$ cat src/rtl/spq_pkg.sv
// Shared constants, command and status codes, and cell control type.
package spq_pkg;

  localparam int DEPTH_DEF        = 16;
  localparam int PAYLOAD_BITS_DEF = 32;
  localparam int ID_BITS_DEF      = 16;
  localparam int PRIO_BITS        = 8;
  localparam int CMD_BITS         = 3;
  localparam int STATUS_BITS      = 2;

  typedef enum logic [CMD_BITS-1:0] {
    CMD_INSERT   = 3'd0,
    CMD_POP_HEAD = 3'd1,
    CMD_POP_GE   = 3'd2,
    CMD_POP_EQ   = 3'd3,
    CMD_CLEAR    = 3'd4
  } cmd_t;

  typedef enum logic [STATUS_BITS-1:0] {
    ST_DONE = 2'd0,
    ST_MISS = 2'd1,
    ST_FULL = 2'd2
  } status_t;

  typedef struct packed {
    logic                 go;
    logic                 full;
    cmd_t                 cmd;
    logic [PRIO_BITS-1:0] key;
  } ctl_t;

endpackage

$ cat src/rtl/spq_req_if.sv
// Command channel: valid/ready with command, priority or key, and payload.
interface spq_req_if #(
  parameter int PAYLOAD_BITS = spq_pkg::PAYLOAD_BITS_DEF
);
  logic                           valid;
  logic                           ready;
  logic [spq_pkg::CMD_BITS-1:0]   cmd;
  logic [spq_pkg::PRIO_BITS-1:0]  prio_key;
  logic [PAYLOAD_BITS-1:0]        payload_in;

  modport source (output valid, cmd, prio_key, payload_in, input ready);
  modport sink   (input valid, cmd, prio_key, payload_in, output ready);
endinterface

$ cat src/rtl/spq_rsp_if.sv
// Result channel: valid/ready with status, priority, id and payload.
interface spq_rsp_if #(
  parameter int ID_BITS      = spq_pkg::ID_BITS_DEF,
  parameter int PAYLOAD_BITS = spq_pkg::PAYLOAD_BITS_DEF
);
  logic                            valid;
  logic                            ready;
  logic [spq_pkg::STATUS_BITS-1:0] status;
  logic [spq_pkg::PRIO_BITS-1:0]   prio_out;
  logic [ID_BITS-1:0]              id_out;
  logic [PAYLOAD_BITS-1:0]         payload_out;

  modport source (output valid, status, prio_out, id_out, payload_out, input ready);
  modport sink   (input valid, status, prio_out, id_out, payload_out, output ready);
endinterface

$ cat src/rtl/spq_cell.sv
// One queue slot: compares against the key, shifts right on insert, left on pop.
module spq_cell #(
  parameter int ID_BITS      = spq_pkg::ID_BITS_DEF,
  parameter int PAYLOAD_BITS = spq_pkg::PAYLOAD_BITS_DEF
) (
  input  logic                          clk,
  input  logic                          rst,
  input  spq_pkg::ctl_t                 ctl,
  input  logic [ID_BITS-1:0]            new_id,
  input  logic [PAYLOAD_BITS-1:0]       new_payload,
  input  logic                          left_after,
  input  logic                          left_valid,
  input  logic [spq_pkg::PRIO_BITS-1:0] left_prio,
  input  logic [ID_BITS-1:0]            left_id,
  input  logic [PAYLOAD_BITS-1:0]       left_payload,
  input  logic                          right_valid,
  input  logic [spq_pkg::PRIO_BITS-1:0] right_prio,
  input  logic [ID_BITS-1:0]            right_id,
  input  logic [PAYLOAD_BITS-1:0]       right_payload,
  input  logic                          found_in,
  input  logic [spq_pkg::PRIO_BITS-1:0] hit_prio_in,
  input  logic [ID_BITS-1:0]            hit_id_in,
  input  logic [PAYLOAD_BITS-1:0]       hit_payload_in,
  output logic                          after,
  output logic                          valid,
  output logic [spq_pkg::PRIO_BITS-1:0] prio,
  output logic [ID_BITS-1:0]            id,
  output logic [PAYLOAD_BITS-1:0]       payload,
  output logic                          found_out,
  output logic [spq_pkg::PRIO_BITS-1:0] hit_prio_out,
  output logic [ID_BITS-1:0]            hit_id_out,
  output logic [PAYLOAD_BITS-1:0]       hit_payload_out
);

  logic match;

  assign after = !valid || (prio > ctl.key);

  always_comb begin
    case (ctl.cmd)
      spq_pkg::CMD_POP_HEAD: match = valid;
      spq_pkg::CMD_POP_GE:   match = valid && (prio >= ctl.key);
      spq_pkg::CMD_POP_EQ:   match = valid && (prio == ctl.key);
      default:               match = 1'b0;
    endcase
  end

  assign found_out       = found_in || match;
  assign hit_prio_out    = found_in ? hit_prio_in    : prio;
  assign hit_id_out      = found_in ? hit_id_in      : id;
  assign hit_payload_out = found_in ? hit_payload_in : payload;

  always_ff @(posedge clk) begin
    if (rst) begin
      valid <= 1'b0;
    end else if (ctl.go) begin
      case (ctl.cmd)
        spq_pkg::CMD_INSERT: begin
          if (!ctl.full) begin
            if (left_after) begin
              valid <= left_valid;
            end else if (after) begin
              valid <= 1'b1;
            end
          end
        end
        spq_pkg::CMD_POP_HEAD, spq_pkg::CMD_POP_GE, spq_pkg::CMD_POP_EQ: begin
          if (found_out) begin
            valid <= right_valid;
          end
        end
        spq_pkg::CMD_CLEAR: valid <= 1'b0;
        default: ;
      endcase
    end
  end

  always_ff @(posedge clk) begin
    if (ctl.go) begin
      case (ctl.cmd)
        spq_pkg::CMD_INSERT: begin
          if (!ctl.full) begin
            if (left_after) begin
              prio    <= left_prio;
              id      <= left_id;
              payload <= left_payload;
            end else if (after) begin
              prio    <= ctl.key;
              id      <= new_id;
              payload <= new_payload;
            end
          end
        end
        spq_pkg::CMD_POP_HEAD, spq_pkg::CMD_POP_GE, spq_pkg::CMD_POP_EQ: begin
          if (found_out) begin
            prio    <= right_prio;
            id      <= right_id;
            payload <= right_payload;
          end
        end
        default: ;
      endcase
    end
  end

endmodule

$ cat src/rtl/stable_priority_queue.sv
// Stable priority queue: a row of slot cells kept sorted, lowest priority at the head.
// The result beat appears in the cycle after the command beat and is held until taken.
// One command per cycle unless the single result register stays full; all cells update per beat.
// A new command is taken while the result register is empty or being emptied.
// Reset (rst, synchronous): all slots invalid, serial counter zero, no result pending.
module stable_priority_queue #(
  parameter int DEPTH        = spq_pkg::DEPTH_DEF,
  parameter int PAYLOAD_BITS = spq_pkg::PAYLOAD_BITS_DEF,
  parameter int ID_BITS      = spq_pkg::ID_BITS_DEF
) (
  input logic       clk,
  input logic       rst,
  spq_req_if.sink   req,
  spq_rsp_if.source rsp
);

  localparam int PB = spq_pkg::PRIO_BITS;

  logic                    accept;
  logic                    full;
  spq_pkg::ctl_t           ctl;
  spq_pkg::cmd_t           cmd;
  logic [ID_BITS-1:0]      next_serial;

  logic [DEPTH-1:0]        after_w;
  logic [DEPTH-1:0]        valid_w;
  logic [DEPTH-1:0]        found_w;
  logic [PB-1:0]           prio_w        [DEPTH];
  logic [ID_BITS-1:0]      id_w          [DEPTH];
  logic [PAYLOAD_BITS-1:0] payload_w     [DEPTH];
  logic [PB-1:0]           hit_prio_w    [DEPTH];
  logic [ID_BITS-1:0]      hit_id_w      [DEPTH];
  logic [PAYLOAD_BITS-1:0] hit_payload_w [DEPTH];

  logic [spq_pkg::STATUS_BITS-1:0] status_next;
  logic [PB-1:0]                   prio_next;
  logic [ID_BITS-1:0]              id_next;
  logic [PAYLOAD_BITS-1:0]         payload_next;

  assign req.ready = !rsp.valid || rsp.ready;
  assign accept    = req.valid && req.ready;
  assign cmd       = spq_pkg::cmd_t'(req.cmd);
  assign full      = valid_w[DEPTH-1];

  assign ctl.go   = accept;
  assign ctl.full = full;
  assign ctl.cmd  = cmd;
  assign ctl.key  = req.prio_key;

  for (genvar i = 0; i < DEPTH; i++) begin : g_cell
    logic                    l_after;
    logic                    l_valid;
    logic [PB-1:0]           l_prio;
    logic [ID_BITS-1:0]      l_id;
    logic [PAYLOAD_BITS-1:0] l_payload;
    logic                    r_valid;
    logic [PB-1:0]           r_prio;
    logic [ID_BITS-1:0]      r_id;
    logic [PAYLOAD_BITS-1:0] r_payload;
    logic                    f_in;
    logic [PB-1:0]           h_prio;
    logic [ID_BITS-1:0]      h_id;
    logic [PAYLOAD_BITS-1:0] h_payload;

    if (i == 0) begin : g_head
      assign l_after   = 1'b0;
      assign l_valid   = 1'b0;
      assign l_prio    = '0;
      assign l_id      = '0;
      assign l_payload = '0;
      assign f_in      = 1'b0;
      assign h_prio    = '0;
      assign h_id      = '0;
      assign h_payload = '0;
    end else begin : g_mid
      assign l_after   = after_w[i-1];
      assign l_valid   = valid_w[i-1];
      assign l_prio    = prio_w[i-1];
      assign l_id      = id_w[i-1];
      assign l_payload = payload_w[i-1];
      assign f_in      = found_w[i-1];
      assign h_prio    = hit_prio_w[i-1];
      assign h_id      = hit_id_w[i-1];
      assign h_payload = hit_payload_w[i-1];
    end

    if (i == DEPTH-1) begin : g_tail
      assign r_valid   = 1'b0;
      assign r_prio    = '0;
      assign r_id      = '0;
      assign r_payload = '0;
    end else begin : g_body
      assign r_valid   = valid_w[i+1];
      assign r_prio    = prio_w[i+1];
      assign r_id      = id_w[i+1];
      assign r_payload = payload_w[i+1];
    end

    spq_cell #(
      .ID_BITS      (ID_BITS),
      .PAYLOAD_BITS (PAYLOAD_BITS)
    ) u_cell (
      .clk             (clk),
      .rst             (rst),
      .ctl             (ctl),
      .new_id          (next_serial),
      .new_payload     (req.payload_in),
      .left_after      (l_after),
      .left_valid      (l_valid),
      .left_prio       (l_prio),
      .left_id         (l_id),
      .left_payload    (l_payload),
      .right_valid     (r_valid),
      .right_prio      (r_prio),
      .right_id        (r_id),
      .right_payload   (r_payload),
      .found_in        (f_in),
      .hit_prio_in     (h_prio),
      .hit_id_in       (h_id),
      .hit_payload_in  (h_payload),
      .after           (after_w[i]),
      .valid           (valid_w[i]),
      .prio            (prio_w[i]),
      .id              (id_w[i]),
      .payload         (payload_w[i]),
      .found_out       (found_w[i]),
      .hit_prio_out    (hit_prio_w[i]),
      .hit_id_out      (hit_id_w[i]),
      .hit_payload_out (hit_payload_w[i])
    );
  end

  always_comb begin
    status_next  = spq_pkg::ST_MISS;
    prio_next    = '0;
    id_next      = '0;
    payload_next = '0;
    case (cmd)
      spq_pkg::CMD_INSERT: begin
        status_next  = full ? spq_pkg::ST_FULL : spq_pkg::ST_DONE;
        prio_next    = req.prio_key;
        id_next      = full ? '0 : next_serial;
        payload_next = req.payload_in;
      end
      spq_pkg::CMD_POP_HEAD, spq_pkg::CMD_POP_GE, spq_pkg::CMD_POP_EQ: begin
        if (found_w[DEPTH-1]) begin
          status_next  = spq_pkg::ST_DONE;
          prio_next    = hit_prio_w[DEPTH-1];
          id_next      = hit_id_w[DEPTH-1];
          payload_next = hit_payload_w[DEPTH-1];
        end
      end
      spq_pkg::CMD_CLEAR: status_next = spq_pkg::ST_DONE;
      default: ;
    endcase
  end

  always_ff @(posedge clk) begin
    if (rst) begin
      rsp.valid   <= 1'b0;
      next_serial <= '0;
    end else begin
      if (accept) begin
        rsp.valid <= 1'b1;
      end else if (rsp.ready) begin
        rsp.valid <= 1'b0;
      end
      if (accept && cmd == spq_pkg::CMD_INSERT && !full) begin
        next_serial <= next_serial + ID_BITS'(1);
      end
    end
  end

  always_ff @(posedge clk) begin
    if (accept) begin
      rsp.status      <= status_next;
      rsp.prio_out    <= prio_next;
      rsp.id_out      <= id_next;
      rsp.payload_out <= payload_next;
    end
  end

`ifndef SYNTHESIS
  // occupied slots always form a run from the head
  a_packed: assert property (@(posedge clk) disable iff (rst)
    (valid_w & (valid_w + DEPTH'(1))) == '0)
    else $error("slot valid bits not packed");

  a_full_insert: assert property (@(posedge clk) disable iff (rst)
    (accept && cmd == spq_pkg::CMD_INSERT && full) |=> $stable(valid_w))
    else $error("insert into full queue changed occupancy");

  a_insert_grows: assert property (@(posedge clk) disable iff (rst)
    (accept && cmd == spq_pkg::CMD_INSERT && !full) |=>
      ($countones(valid_w) == $past($countones(valid_w)) + 1))
    else $error("insert did not add one entry");

  a_pop_shrinks: assert property (@(posedge clk) disable iff (rst)
    (accept && found_w[DEPTH-1] &&
     (cmd == spq_pkg::CMD_POP_HEAD || cmd == spq_pkg::CMD_POP_GE ||
      cmd == spq_pkg::CMD_POP_EQ)) |=>
      ($countones(valid_w) + 1 == $past($countones(valid_w))))
    else $error("pop did not remove one entry");
`endif

endmodule

$ cat src/flat_wrapper.sv
// flat-port wrapper written by rule: the top's interface ports become plain ports
module stable_priority_queue_flat 
#(
  parameter int DEPTH        = spq_pkg::DEPTH_DEF,
  parameter int PAYLOAD_BITS = spq_pkg::PAYLOAD_BITS_DEF,
  parameter int ID_BITS      = spq_pkg::ID_BITS_DEF
)
  (clk, rst, req_valid, req_cmd, req_prio_key, req_payload_in, req_ready, rsp_valid, rsp_status, rsp_prio_out, rsp_id_out, rsp_payload_out, rsp_ready);
  spq_req_if #(.PAYLOAD_BITS(PAYLOAD_BITS)) req_i ();
  spq_rsp_if #(.ID_BITS(ID_BITS), .PAYLOAD_BITS(PAYLOAD_BITS)) rsp_i ();
  input logic clk;
  input logic rst;
  input wire logic [$bits(req_i.valid)-1:0] req_valid;
  input wire logic [$bits(req_i.cmd)-1:0] req_cmd;
  input wire logic [$bits(req_i.prio_key)-1:0] req_prio_key;
  input wire logic [$bits(req_i.payload_in)-1:0] req_payload_in;
  output wire logic [$bits(req_i.ready)-1:0] req_ready;
  output wire logic [$bits(rsp_i.valid)-1:0] rsp_valid;
  output wire logic [$bits(rsp_i.status)-1:0] rsp_status;
  output wire logic [$bits(rsp_i.prio_out)-1:0] rsp_prio_out;
  output wire logic [$bits(rsp_i.id_out)-1:0] rsp_id_out;
  output wire logic [$bits(rsp_i.payload_out)-1:0] rsp_payload_out;
  input wire logic [$bits(rsp_i.ready)-1:0] rsp_ready;
  assign req_i.valid = req_valid;
  assign req_i.cmd = req_cmd;
  assign req_i.prio_key = req_prio_key;
  assign req_i.payload_in = req_payload_in;
  assign req_ready = req_i.ready;
  assign rsp_valid = rsp_i.valid;
  assign rsp_status = rsp_i.status;
  assign rsp_prio_out = rsp_i.prio_out;
  assign rsp_id_out = rsp_i.id_out;
  assign rsp_payload_out = rsp_i.payload_out;
  assign rsp_i.ready = rsp_ready;
  stable_priority_queue #(.DEPTH(DEPTH), .PAYLOAD_BITS(PAYLOAD_BITS), .ID_BITS(ID_BITS)) u_core (.clk(clk), .rst(rst), .req(req_i), .rsp(rsp_i));
endmodule
$ cat config.mk
export PLATFORM = sky130hd
export DESIGN_NAME = stable_priority_queue_flat
export DESIGN_NICKNAME = d
export VERILOG_FILES = /design/src/rtl/spq_pkg.sv /design/src/rtl/spq_req_if.sv /design/src/rtl/spq_rsp_if.sv /design/src/rtl/spq_cell.sv /design/src/rtl/stable_priority_queue.sv /design/src/flat_wrapper.sv
export SDC_FILE = /design/constraint.sdc
export NUM_CORES = 2
export LEC_CHECK = 0
export ABC_CLOCK_PERIOD_IN_PS = 14400
export BUFFER_PORTS_ARGS = -buffer_cell sky130_fd_sc_hd__buf_2
export CAP_MARGIN = 10
export CORE_MARGIN = 2
export CORE_UTILIZATION = 48
export CTS_BUF_LIST = sky130_fd_sc_hd__clkbuf_8
export DETAILED_ROUTE_END_ITERATION = 12
export GPL_TIMING_DRIVEN = 0
export PLACE_DENSITY = 0.74
export SETUP_SLACK_MARGIN = 0.05
export SYNTH_ARGS = -nofsm -noshare
export SYNTH_HDL_FRONTEND = slang
export SYNTH_SLANG_ARGS = --single-unit
export TNS_END_PERCENT = 30
$ cat constraint.sdc
create_clock -name clk -period 14.4 [get_ports clk]
set_input_delay 2.88 -clock clk [delete_from_list [all_inputs] [get_ports clk]]
set_output_delay 2.88 -clock clk [all_outputs]
set_load 0.01 [all_outputs]
==> impl_metrics.py <==
metrics = {
    "outcome": {
        "status": "finished, final reports clean",
    },
    "clock_network": {
        "cts_hold_buf": 0,
        "cts_tree": "yes",
        "cts.sinks": 987,
        "htree_levels": 4,
        "path_clk_slew_ps": 70,
        "cts_root_buffer": "clkbuf_8",
        "cts_buffers": 178,
        "cts_buffer_depth": 3,
        "insertion_delay_ps": 960,
        "postCtsSetupBuffers": 0,
        "post_cts_resize_count": 0,
    },
    "synthesis": {
        "synth_edf_count": 954,
        "synth_largest_area_cell": "edfxtp_1",
        "ys.warnings.count": 0,
        "netlist_area_um2": 58300,
        "seq_area_frac_synth_pct": 50.3,
        "ys_top_cells_by_count": "nand2_1 (1026), edfxtp_1 (954), o21ai_0 (936), mux2i_1 (714), clkbuf_1 (446)",
        "synth_fp_nets": 6038,
        "synthArstFlopShare_pct": 0,
        "synth_most_common_cell": "nand2_1",
        "syn_inst": 5862,
        "synthAdderAreaFrac_pct": 2.77,
        "ys_top_cells_by_area": "edfxtp_1 (49%), mux2i_1 (12%), o21ai_0 (8.0%)",
        "synth-xor-area-share_pct": 0.225,
        "synth_top_family_by_area": "compound AO/OA/AOI/OAI gates",
        "synth_compound_area_share_pct": 18.6,
        "synth-simple-area-share_pct": 10.7,
        "syn_area_per_cell_um2": 9.95,
        "synth-main-ff-cell": "edfxtp_1",
        "ys_ff_latch": 987,
        "synth_cell_type_count": 80,
        "synth_top_area_share_pct": 49.1,
        "synthMuxAreaShare_pct": 13.4,
    },
    "global_route": {
        "grtUsageTotal_pct": 42.3,
        "busiest_layer": "met2",
        "met1_usage_pct": 54.5,
        "grt_antenna_before_repair": 13,
        "grtUsageMet2_pct": 61.9,
        "met3_usage_pct": 11.3,
        "grt_remaining_overflow": 0,
        "grt_pass1_wl_mm": 378,
        "grt_pass1_vias": 53300,
        "grt_max_degree": 61,
    },
    "timing": {
        "setup_viol": 0,
        "max_freq_mhz": 102,
        "drv_slew": 0,
        "skew_ps": 57.6,
        "relSlewSlack_pct": 2.97,
        "period_share_pct": 67.9,
        "rsz0062_at_grt": "false",
        "hold_ws_ps": 520,
        "worst_pin_slew_ps": 1450,
        "fin_setup_tns_ps": 0,
        "finalHoldViolCount": 0,
        "layout_min_cycle_time_ps": 9780,
    },
    "drt": {
        "drtIter0Drc": 9434,
        "avgViaCountPerCell": 7.01,
        "wirelength_mm": 273,
        "dr.pass1.iters": 9,
        "ant_nets": 0,
        "vias": 55400,
        "drt-wirelength-per-cell_um": 34.5,
        "drc": 0,
    },
    "final_layout": {
        "layout-area-overhead-vs-synth_pct": 11.3,
        "layout.nets": 6332,
        "drive_gt1_share_pct": 7.58,
        "fillCellCount": 11200,
    },
    "setup_path": {
        "cp-start-kind": "input port",
        "path_class": "input port to flop",
        "cpPeakStageDelay_ps": 1150,
        "critPathTopFamily": "simple AND/OR/NAND/NOR gates",
        "slowest_stage": "nor3_1",
        "crit_buf_inv": 4,
        "timing.critical_path.arrival_ps": 10490,
        "endpoint_kind": "flop",
        "path_cells": "buf_2 -> clkinv_1 -> clkbuf_2 -> ha_1 -> nand3_1 -> o221ai_1 -> a211oi_1 -> nor2_1 -> nor3_1 -> nand4_1 -> nor2_1 -> clkbuf_1 -> a221oi_1 -> o21ai_0",
        "path_max_fanout": 25,
        "cp_common_cell": "nor2_1",
        "worst_ep_required_time_ps": 15110,
    },
    "die": {
        "die_w_um": 353,
        "dieArea_um2": 124000,
        "rows": 127,
        "core-area_um2": 120000,
        "initial_core_util_pct": 48.5,
        "die_h_um": 353,
        "io_pins": 107,
    },
    "flow_run": {
        "drv_cap": 0,
    },
    "placed_design": {
        "io_buffers": 70,
        "globalplace.congestion": 1.02,
        "place_hpwl_mm": 210,
    },
    "power_and_ir_drop": {
        "p_per_area_nw_per_um2": 115,
        "irDropWorstVdd_mv": 0.0946,
        "power_leakage_nw": 26.1,
    },
    "worst_hold_path": {
        "holdCritPathClass": "flop to flop",
    },
}
[per-layer routing]
| layer | part of all wire, % | vias up |
|---|---|---|
| li1 | - | 22600 |
| met1 | 36 | 27200 |
| met2 | 42 | 4663 |
| met3 | 13 | 974 |
| met4 | 8.1 | 4 |
| met5 | 0.0092 | - |
[where the power goes]
part / internal, mW / switching (mW) / total, mW
logic: 0.386 / 0.953 / 1.34
registers: 3.37 / 0.135 / 3.50
clock network: 1.26 / 1.34 / 2.60
total: 5.01 / 2.43 / 7.44
[tightest hold or removal path, stage by stage (launching register included)]
cell and delay [ps]:
dfxtp_1 350, inv_1 70, a211oi_1 60
[layout by cell type (no fill, tap or decap), drive strengths merged, types with 33 or more instances in the layout]
| cell | instances |
|---|---|
| a221oi | 114 |
| nor2 | 305 |
| a211oi | 63 |
| a21oi | 313 |
| dfxtp | 33 |
| nand3 | 35 |
| clkinv | 68 |
| mux2i | 714 |
| o21ai | 949 |
| clkbuf | 643 |
| a221o | 37 |
| ha | 129 |
| edfxtp | 954 |
| inv | 94 |
| buf | 228 |
| nand4 | 35 |
| a22oi | 50 |
| nand2 | 1026 |
| mux2 | 60 |
| o211ai | 36 |
| o22ai | 72 |
[final timing paths]
kind	from	endpoint	slack (ps)	cells past startpoint
worst max-delay path	req_prio_key[3]	u_core.rsp.payload_out[25]	4620	14
worst min-delay path	u_core.g_cell[4].u_cell.valid	u_core.g_cell[4].u_cell.valid	520	2
worst max register to register	u_core.g_cell[12].u_cell.prio[2]	u_core.rsp.payload_out[25]	7360	11
worst min register to register	u_core.g_cell[4].u_cell.valid	u_core.g_cell[4].u_cell.valid	520	2
[stage by stage]
stage | power (mW) | cells | worst slack, ps | cell area (um^2) | util [%]
5_1_grt | 7.57 | 7910 | 4910 | 64900 | 53.9
4_1_cts | 7.33 | 7905 | 5280 | 64800 | 53.9
2_1_floorplan | 4.22 | 5862 | 4050 | 58300 | -
6_report | 7.44 | 7912 | 4620 | 64900 | 53.9
3_3_place_gp | 4.79 | 7544 | -1340 | 60700 | 50.4
3_5_place_dp | 4.82 | 7584 | 4340 | 61600 | 51.2
[flip-flops by register name, indices dropped and copies added, names as in the netlist]
name / flops
u_core.next_serial: 16
u_core.rsp.id_out: 16
u_core.rsp.valid: 1
u_core.g_cell.u_cell.valid: 16
u_core.g_cell.u_cell.prio: 128
u_core.rsp.status: 2
u_core.rsp.payload_out: 32
u_core.g_cell.u_cell.payload: 512
u_core.rsp.prio_out: 8
u_core.g_cell.u_cell.id: 256
[final cells by class]
| class | instances | area, um^2 | area share (%) |
|---|---|---|---|
| tap | 1612 | 2020 | 3.11 |
| inverter | 40 | 155 | 0.239 |
| sequential | 987 | 29300 | 45.2 |
| clock inverter | 126 | 566 | 0.872 |
| antenna | 3 | 7.51 | 0.0116 |
| multi-input combinational | 4273 | 26900 | 41.4 |
| timing repair buffer | 114 | 1110 | 1.72 |
| clock buffer | 195 | 2680 | 4.14 |
| buffer | 562 | 2170 | 3.35 |
[kinds of logic after synthesis]
logic type | after synthesis
multiplexers | 774
AND/OR/NAND/NOR | 1534
AO/OA/AOI/OAI | 1821
buffers and inverters | 602
adder cells (fa/ha/maj) | 129
flip-flops | 987
XOR/XNOR | 15
Note: power is estimated with default switching activity, not from simulation.
